==> config.mk <==
export PLATFORM = sky130hd
export DESIGN_NAME = rounded_corner_mask_core
export DESIGN_NICKNAME = d
export VERILOG_FILES = /design/src/rtl/core/rcm_pkg.sv /design/src/rtl/core/rcm_pipe.sv /design/src/rtl/core/rounded_corner_mask_core.sv
export SDC_FILE = /design/constraint.sdc
export NUM_CORES = 2
export LEC_CHECK = 0
export BUFFER_PORTS_ARGS = -buffer_cell sky130_fd_sc_hd__buf_2
export CAP_MARGIN = 20
export CORE_MARGIN = 1.5
export CORE_UTILIZATION = 58
export DETAILED_ROUTE_END_ITERATION = 10
export GPL_TIMING_DRIVEN = 1
export HOLD_SLACK_MARGIN = 0.15
export PLACE_DENSITY = 0.83
export SLEW_MARGIN = 20
export SYNTH_ARGS = -nofsm -noshare
export SYNTH_HDL_FRONTEND = slang
export SYNTH_SLANG_ARGS = --single-unit
==> constraint.sdc <==
create_clock -name clock -period 5.69 [get_ports clock]
set_input_delay 1.138 -clock clock [delete_from_list [all_inputs] [get_ports clock]]
set_output_delay 1.138 -clock clock [all_outputs]
set_load 0.02 [all_outputs]
==> src/rtl/core/rcm_pkg.sv <==
// shared types and constants for the rounded corner mask core
`timescale 1ns / 1ps

package rcm_pkg;

   localparam int DIM_W    = 13;
   localparam int RADIUS_W = 12;
   localparam int COORD_W  = 12;
   localparam int PIXEL_W  = 32;
   localparam int CSR_IDX_W = 2;
   localparam int CSR_DATA_W = 13;

   localparam logic [DIM_W-1:0] WIDTH_RESET  = 13'd640;
   localparam logic [DIM_W-1:0] HEIGHT_RESET = 13'd480;
   localparam logic [RADIUS_W-1:0] RADIUS_RESET = 12'd0;

   localparam int FADE_STEPS = 32;
   localparam int FADE_SHIFT = 5;

   typedef enum logic [CSR_IDX_W-1:0] {
      CSR_WIDTH  = 2'd0,
      CSR_HEIGHT = 2'd1,
      CSR_RADIUS = 2'd2
   } csr_index_type;

   typedef struct packed {
      logic [DIM_W-1:0]    width;
      logic [DIM_W-1:0]    height;
      logic [RADIUS_W-1:0] radius;
   } cfg_type;

   typedef enum logic [1:0] {
      SEL_PASS = 2'd0,
      SEL_FADE = 2'd1,
      SEL_ZERO = 2'd2
   } sel_type;

endpackage

==> src/rtl/core/rcm_pipe.sv <==
// six stage pixel pipeline computing the rounded corner mask
`timescale 1ns / 1ps

module rcm_pipe #(
   parameter int MAX_DIM = 4096
) (
   input  logic                           clock,
   input  logic                           reset,
   input  rcm_pkg::cfg_type               cfg,
   input  logic                           in_valid,
   input  logic [rcm_pkg::PIXEL_W-1:0]    in_pixel,
   input  logic [rcm_pkg::COORD_W-1:0]    in_col,
   input  logic [rcm_pkg::COORD_W-1:0]    in_row,
   output logic                           out_valid,
   output logic [rcm_pkg::PIXEL_W-1:0]    out_pixel
);

   localparam int DW = rcm_pkg::DIM_W;
   localparam int RW = rcm_pkg::RADIUS_W;
   localparam int CW = rcm_pkg::COORD_W;
   localparam int PW = rcm_pkg::PIXEL_W;
   localparam int SQ_W = 2 * RW;
   localparam int D_W = SQ_W + 1;
   localparam int E_W = rcm_pkg::FADE_SHIFT;
   localparam int K_W = rcm_pkg::FADE_SHIFT + 1;
   localparam int DIM_MAX_VAL = (1 << DW) - 1;
   localparam logic [DW-1:0] MAX_DIM_C =
      (MAX_DIM > DIM_MAX_VAL) ? DW'(DIM_MAX_VAL) : DW'(MAX_DIM);

   typedef struct packed {
      logic [PW-1:0] pixel;
      logic [CW-1:0] col;
      logic [CW-1:0] row;
      logic [DW-1:0] w;
      logic [DW-1:0] h;
      logic [RW-1:0] r;
   } s1_type;

   typedef struct packed {
      logic [PW-1:0] pixel;
      logic [CW-1:0] col;
      logic [CW-1:0] row;
      logic [RW-1:0] r;
      logic [DW-1:0] hr;
      logic [DW-1:0] wr;
      logic          top;
      logic          left;
      logic          row_in;
      logic          col_in;
   } s2_type;

   typedef struct packed {
      logic [PW-1:0] pixel;
      logic [RW-1:0] r;
      logic [RW-1:0] dy;
      logic [RW-1:0] dx;
      logic          corner;
   } s3_type;

   typedef struct packed {
      logic [PW-1:0]   pixel;
      logic [SQ_W-1:0] dy2;
      logic [SQ_W-1:0] dx2;
      logic [SQ_W-1:0] r2;
      logic            corner;
   } s4_type;

   typedef struct packed {
      logic [PW-1:0]     pixel;
      rcm_pkg::sel_type  sel;
      logic [K_W-1:0]    k;
   } s5_type;

   logic   v1_ff, v2_ff, v3_ff, v4_ff, v5_ff, v6_ff;
   s1_type s1_ff, s1_in;
   s2_type s2_ff, s2_in;
   s3_type s3_ff, s3_in;
   s4_type s4_ff, s4_in;
   s5_type s5_ff, s5_in;
   logic [PW-1:0] pix_ff, pix_in;

   // stage 1: clamp dimensions and radius
   logic [DW-1:0] w_sat, h_sat;
   logic [RW-1:0] half_w, half_h, half;

   always_comb begin
      w_sat  = (cfg.width > MAX_DIM_C) ? MAX_DIM_C : cfg.width;
      h_sat  = (cfg.height > MAX_DIM_C) ? MAX_DIM_C : cfg.height;
      half_w = w_sat[DW-1:1];
      half_h = h_sat[DW-1:1];
      half   = (half_w < half_h) ? half_w : half_h;
      s1_in.pixel = in_pixel;
      s1_in.col   = in_col;
      s1_in.row   = in_row;
      s1_in.w     = w_sat;
      s1_in.h     = h_sat;
      s1_in.r     = (cfg.radius > half) ? half : cfg.radius;
   end

   // stage 2: far edges and near side flags
   always_comb begin
      s2_in.pixel  = s1_ff.pixel;
      s2_in.col    = s1_ff.col;
      s2_in.row    = s1_ff.row;
      s2_in.r      = s1_ff.r;
      s2_in.hr     = s1_ff.h - DW'(s1_ff.r);
      s2_in.wr     = s1_ff.w - DW'(s1_ff.r);
      s2_in.top    = s1_ff.row < s1_ff.r;
      s2_in.left   = s1_ff.col < s1_ff.r;
      s2_in.row_in = DW'(s1_ff.row) < s1_ff.h;
      s2_in.col_in = DW'(s1_ff.col) < s1_ff.w;
   end

   // stage 3: corner membership and offsets
   logic          bottom, right;
   logic [DW-1:0] dy_far, dx_far;

   always_comb begin
      bottom = s2_ff.row_in && (DW'(s2_ff.row) >= s2_ff.hr);
      right  = s2_ff.col_in && (DW'(s2_ff.col) >= s2_ff.wr);
      dy_far = DW'(s2_ff.row) - s2_ff.hr;
      dx_far = DW'(s2_ff.col) - s2_ff.wr;
      s3_in.pixel  = s2_ff.pixel;
      s3_in.r      = s2_ff.r;
      s3_in.dy     = s2_ff.top ? (s2_ff.r - s2_ff.row) : dy_far[RW-1:0];
      s3_in.dx     = s2_ff.left ? (s2_ff.r - s2_ff.col) : dx_far[RW-1:0];
      s3_in.corner = (s2_ff.r != '0) && (s2_ff.top || bottom) && (s2_ff.left || right);
   end

   // stage 4: squares
   always_comb begin
      s4_in.pixel  = s3_ff.pixel;
      s4_in.dy2    = SQ_W'(s3_ff.dy) * SQ_W'(s3_ff.dy);
      s4_in.dx2    = SQ_W'(s3_ff.dx) * SQ_W'(s3_ff.dx);
      s4_in.r2     = SQ_W'(s3_ff.r) * SQ_W'(s3_ff.r);
      s4_in.corner = s3_ff.corner;
   end

   // stage 5: distance compare and fade factor
   logic [D_W-1:0] dist_sum, r2_ext, excess;

   always_comb begin
      dist_sum = D_W'(s4_ff.dy2) + D_W'(s4_ff.dx2);
      r2_ext   = D_W'(s4_ff.r2);
      excess   = dist_sum - r2_ext;
      s5_in.pixel = s4_ff.pixel;
      s5_in.k     = K_W'(rcm_pkg::FADE_STEPS) - K_W'(excess[E_W-1:0]);
      if (!s4_ff.corner || dist_sum < r2_ext) begin
         s5_in.sel = rcm_pkg::SEL_PASS;
      end else if (dist_sum < r2_ext + D_W'(rcm_pkg::FADE_STEPS)) begin
         s5_in.sel = rcm_pkg::SEL_FADE;
      end else begin
         s5_in.sel = rcm_pkg::SEL_ZERO;
      end
   end

   // stage 6: per channel scaling
   logic [7+K_W:0] chan_prod [4];

   always_comb begin
      for (int c = 0; c < 4; c++) begin
         chan_prod[c] = (8+K_W)'(s5_ff.pixel[c*8 +: 8]) * (8+K_W)'(s5_ff.k);
      end
      case (s5_ff.sel)
         rcm_pkg::SEL_PASS: pix_in = s5_ff.pixel;
         rcm_pkg::SEL_FADE: begin
            for (int c = 0; c < 4; c++) begin
               pix_in[c*8 +: 8] = chan_prod[c][rcm_pkg::FADE_SHIFT +: 8];
            end
         end
         default: pix_in = '0;
      endcase
   end

   always_ff @(posedge clock) begin
      if (reset) begin
         v1_ff <= 1'b0;
         v2_ff <= 1'b0;
         v3_ff <= 1'b0;
         v4_ff <= 1'b0;
         v5_ff <= 1'b0;
         v6_ff <= 1'b0;
      end else begin
         v1_ff <= in_valid;
         v2_ff <= v1_ff;
         v3_ff <= v2_ff;
         v4_ff <= v3_ff;
         v5_ff <= v4_ff;
         v6_ff <= v5_ff;
      end
   end

   always_ff @(posedge clock) begin
      s1_ff  <= s1_in;
      s2_ff  <= s2_in;
      s3_ff  <= s3_in;
      s4_ff  <= s4_in;
      s5_ff  <= s5_in;
      pix_ff <= pix_in;
   end

   assign out_valid = v6_ff;
   assign out_pixel = pix_ff;

   a_latency: assert property (@(posedge clock) disable iff (reset)
      in_valid |-> ##6 out_valid)
      else $error("transfer did not reach the output after six stages");

   a_offset_range: assert property (@(posedge clock) disable iff (reset)
      (v3_ff && s3_ff.corner) |-> (s3_ff.dy <= s3_ff.r && s3_ff.dx <= s3_ff.r))
      else $error("corner offset exceeds radius");

   a_fade_factor: assert property (@(posedge clock) disable iff (reset)
      (v5_ff && s5_ff.sel == rcm_pkg::SEL_FADE) |->
         (s5_ff.k >= K_W'(1) && s5_ff.k <= K_W'(rcm_pkg::FADE_STEPS)))
      else $error("fade factor out of range");

   a_zero_radius: assert property (@(posedge clock) disable iff (reset)
      (v3_ff && s3_ff.r == '0) |-> !s3_ff.corner)
      else $error("zero radius flagged as corner");

endmodule

==> src/rtl/core/rounded_corner_mask_core.sv <==
// top level of the rounded corner mask core: config registers and pixel pipeline
//
//  channel  | ports                                   | handshake
//  ---------+-----------------------------------------+--------------------------
//  request  | start, busy, req_pixel_in/col/row       | start && !busy
//  response | rsp_valid, rsp_pixel_out                | one cycle strobe
//  config   | csr_valid, csr_ready, csr_index/data    | csr_valid && csr_ready
//
//  one pixel per clock, strobe raised once the request transfer has passed
//  through the six pipeline registers to the response
//  busy is never raised, the pipeline has no stall path
//  synchronous reset clears valid bits and restores 640 x 480, radius 0
`timescale 1ns / 1ps

module rounded_corner_mask_core #(
   parameter int MAX_DIM = 4096
) (
   input  logic                              clock,
   input  logic                              reset,
   input  logic                              start,
   output logic                              busy,
   input  logic [rcm_pkg::PIXEL_W-1:0]       req_pixel_in,
   input  logic [rcm_pkg::COORD_W-1:0]       req_col,
   input  logic [rcm_pkg::COORD_W-1:0]       req_row,
   output logic                              rsp_valid,
   output logic [rcm_pkg::PIXEL_W-1:0]       rsp_pixel_out,
   input  logic                              csr_valid,
   output logic                              csr_ready,
   input  logic [rcm_pkg::CSR_IDX_W-1:0]     csr_index,
   input  logic [rcm_pkg::CSR_DATA_W-1:0]    csr_data
);

   rcm_pkg::cfg_type cfg_ff, cfg_in;

   assign busy      = 1'b0;
   assign csr_ready = 1'b1;

   always_comb begin
      cfg_in = cfg_ff;
      if (csr_valid && csr_ready) begin
         case (csr_index)
            rcm_pkg::CSR_WIDTH:  cfg_in.width  = csr_data[rcm_pkg::DIM_W-1:0];
            rcm_pkg::CSR_HEIGHT: cfg_in.height = csr_data[rcm_pkg::DIM_W-1:0];
            rcm_pkg::CSR_RADIUS: cfg_in.radius = csr_data[rcm_pkg::RADIUS_W-1:0];
            default: cfg_in = cfg_ff;
         endcase
      end
   end

   always_ff @(posedge clock) begin
      if (reset) begin
         cfg_ff.width  <= rcm_pkg::WIDTH_RESET;
         cfg_ff.height <= rcm_pkg::HEIGHT_RESET;
         cfg_ff.radius <= rcm_pkg::RADIUS_RESET;
      end else begin
         cfg_ff <= cfg_in;
      end
   end

   rcm_pipe #(
      .MAX_DIM (MAX_DIM)
   ) u_pipe (
      .clock     (clock),
      .reset     (reset),
      .cfg       (cfg_ff),
      .in_valid  (start && !busy),
      .in_pixel  (req_pixel_in),
      .in_col    (req_col),
      .in_row    (req_row),
      .out_valid (rsp_valid),
      .out_pixel (rsp_pixel_out)
   );

endmodule
==> metrics.cfg <==
[sta]
post-route-min-period_ns=5.43
fin_hold_ws_ns=0.320
setup_tns_ns=0
worstMarginPinSlew_ns=1.15
skew_ns=0.0354
min_period_over_period_pct=95.3
fmax_mhz=184
maxSlewHeadroom_pct=23.2
setup_violations=0
grt_setup_unrepaired=false
final_max_slew_viol_count=0
report.final.hold_viol_count=0

[floorplanning]
core.rowCount=89
initial_core_utilization_pct=59.0
dieHeight_um=249
core_region_area_sq_mm=0.0594
die_width_um=249
floorplan.die_area_sq_mm=0.0619
num_io_pins=110

[setup_path]
worst-endpoint-arrival_ns=5.96
critical_path.endpoint_type=flop
critical-path-slowest-cell=sky130_fd_sc_hd__fa_1
crit_path_cell_trace=and2_1 > fa_1 > fa_1 > inv_1 > fa_1 > inv_1 > fa_1 > inv_1 > fa_1 > inv_1 > ha_1 > a2111oi_0 > o21ai_1 > a41o_1 > o311ai_1 > nand2b_1 > a21oi_1 > xnor2_1
crit_fanout=13
critical_path_rt_ns=6.22
worst-setup-path-type=flop to flop
cp-start-kind=flop
path_common_cell=sky130_fd_sc_hd__fa_1
worst_path_largest_cell_delay_ns=0.56

[synthesis]
share_of_the_yosys_chip_area_belonging_to_registers_pct=27.4
per_instance_average_area_after_synthesis_sq_um=9.37
synth-warning-count=0
post_synth_instance_area_sq_mm=0.0350
yosys.cell_types.count=78
syn_nets=4610
post_synthesis_cells=3740
synth_ff_type=sky130_fd_sc_hd__dfxtp_1
ys_seq_elements=479
edff_count_synth=0
synth_async_sr_flop_share_pct=0

[clock_network]
clock-sinks=479
worstSkewPairLatency_ns=0.61
clk_pin_slew_worst_paths_ns=0.06
max-clock-path-buffers=3
clock-root-buffer=sky130_fd_sc_hd__clkbuf_16
clock_tree_from_tritoncts=yes
htree_num_levels=2
cts-hold-fix-buffers=0
cts_made_buffers=50

[grt]
grt-ovfl-total=0
via_count_of_the_first_global_routing_pass=26400
antenna_found_initial=2
grt_pass1_wl_um=124000
largest_net_degree_at_the_start_of_global_routing=45
global_route.usage.total_pct=24.2

[cells_and_area]
nets=4721
leading_cell_type_in_the_layout_fill_and_taps_excluded=sky130_fd_sc_hd__inv_1
antennaDiodeCount=0
areaGrowthSynthToFinish_pct=9.02
drive_above_1_share_pct=7.07
layout.cells.most_common_list=sky130_fd_sc_hd__inv_1 (682), sky130_fd_sc_hd__dfxtp_1 (477), sky130_fd_sc_hd__ha_1 (453)

[hold_path]
hp-class=flop to flop

[drt]
drtIter0Drc=1155
drt_wl_total_um=72800
drt.antenna.violating_nets=0
drt-pass1-iter-count=5
drcViolationCount=0
dr_total_vias=24900
route.detailed.wl_per_inst_um=15.6
viasPerCell=5.34

[placed_design]
portBuffers=107
routabilityCongestion=0.904
place.detailed.hpwl_um=57700

[run_status]
run_status=finished, final reports clean

[job]
cap_viol_max_count=0

-- final timing paths --
check	from	to	slack (ns)	depth (start not counted)
setup / recovery	u_pipe.s3_ff[3]	u_pipe.s4_ff[48]	0.26	18
hold / removal	u_pipe.s4_ff[80]	u_pipe.s5_ff[15]	0.32	0
setup reg to reg	u_pipe.s3_ff[3]	u_pipe.s4_ff[48]	0.26	18
hold reg to reg	u_pipe.s4_ff[80]	u_pipe.s5_ff[15]	0.32	0
-- flip-flops by register name, summed over array words and instances, names as in the netlist --
name	flops
u_pipe.s3_ff	69
u_pipe.s2_ff	98
u_pipe.v3_ff	1
u_pipe.r2_ext	23
u_pipe.out_pixel	32
u_pipe.v4_ff	1
u_pipe.v1_ff	1
cfg_ff	38
u_pipe.s5_ff	40
u_pipe.out_valid	1
u_pipe.s1_ff	94
u_pipe.v5_ff	1
u_pipe.v2_ff	1
u_pipe.s4_ff	79
-- area by class of cell --
| type | instances | area, sq um |
|---|---|---|
| clock buffer | 67 | 1420 |
| clock inverter | 26 | 262 |
| fill | 4643 | 21200 |
| inverter | 683 | 2560 |
| multi-input combinational | 2490 | 22600 |
| sequential | 479 | 9590 |
| tap | 773 | 967 |
| timing repair buffer | 147 | 836 |
-- synth_stat cells (all sizes together) (4+ instances only) --
cell type  instances  share of area [%]
or3                5              0.089
a31oi             12               0.21
nand3             34               0.49
nand3b            10               0.21
buf                7               0.11
fa               342                 20
mux2               6               0.19
or2                9               0.16
nand2            346                3.7
and2             178                3.2
a2111oi            6               0.17
clkbuf            81               0.87
nor3              36               0.55
xnor2            156                3.9
a221oi             4               0.10
nor3b              9               0.21
o21a              42               0.90
o21ai            109                1.6
a21o              41               0.88
and3              12               0.21
dfxtp            479                 27
a211oi            25               0.54
nand4             17               0.30
mux2i             49                1.4
nor2             182                2.0
xor2              42                1.1
a21oi            164                2.5
o211ai             8               0.17
o41ai              6               0.17
a21boi            12               0.26
nor4               9               0.16
inv              683                7.3
nand2b            33               0.59
o21bai             8               0.17
ha               453                 16
nor2b             59                1.1
o31ai              8               0.17
o22ai              6               0.11
a211o              7               0.18
-- critical path, delay by kind of cell, from the launching register on --
| family | cells | cell delay (ns) |
|---|---|---|
| flops | 1 | 0.39 |
| fa+ha+maj | 6 | 2.88 |
| compound gates | 5 | 1.43 |
| simple gates | 2 | 0.30 |
| buf+inv | 4 | 0.23 |
| xor+xnor | 1 | 0.12 |
-- timing repair --
action                     4_1_cts  5_1_grt
resized for setup                0        6
setup endpoints to repair        0        5
setup buffers                    0        0
-- kinds of logic after synthesis --
kind of cell	after synthesis	synth area share, %
AOI/OAI and AO/OA	486	8.80
other	2	0.0214
and+or+nand+nor	954	13.2
xor gates and xnor gates	198	4.95
muxes	55	1.59
buffers and inverters	771	8.29
adders and majority gates	795	35.7
DFF	479	27.4
-- metrics by stage --
stage	util (%)	instance area [sq um]	worst slack, ns	std cells
6_report	64.3	38200	0.265	4665
5_1_grt	64.3	38200	0.0136	4665
4_1_cts	64.3	38200	0.0836	4665
3_5_place_dp	61.5	36500	0.0809	4572
3_3_place_gp	61.5	36500	0.251	4572
2_1_floorplan	-	35000	0.372	3740
-- routing by layer --
metal | GRT usage [%] | vias up | wire length (um) | share of wire (%)
met2 | 45.6 | 573 | 37400 | 51
met3 | 2.81 | 187 | 2840 | 3.9
met5 | 0 | - | 0 | 0
met1 | 27.7 | 12000 | 29700 | 41
li1 | - | 12100 | - | -
met4 | 9.99 | 0 | 2850 | 3.9
Power is left out: the tool's default activity adds up to more than one toggle a clock period on the data nets, which glitch-free logic cannot reach.
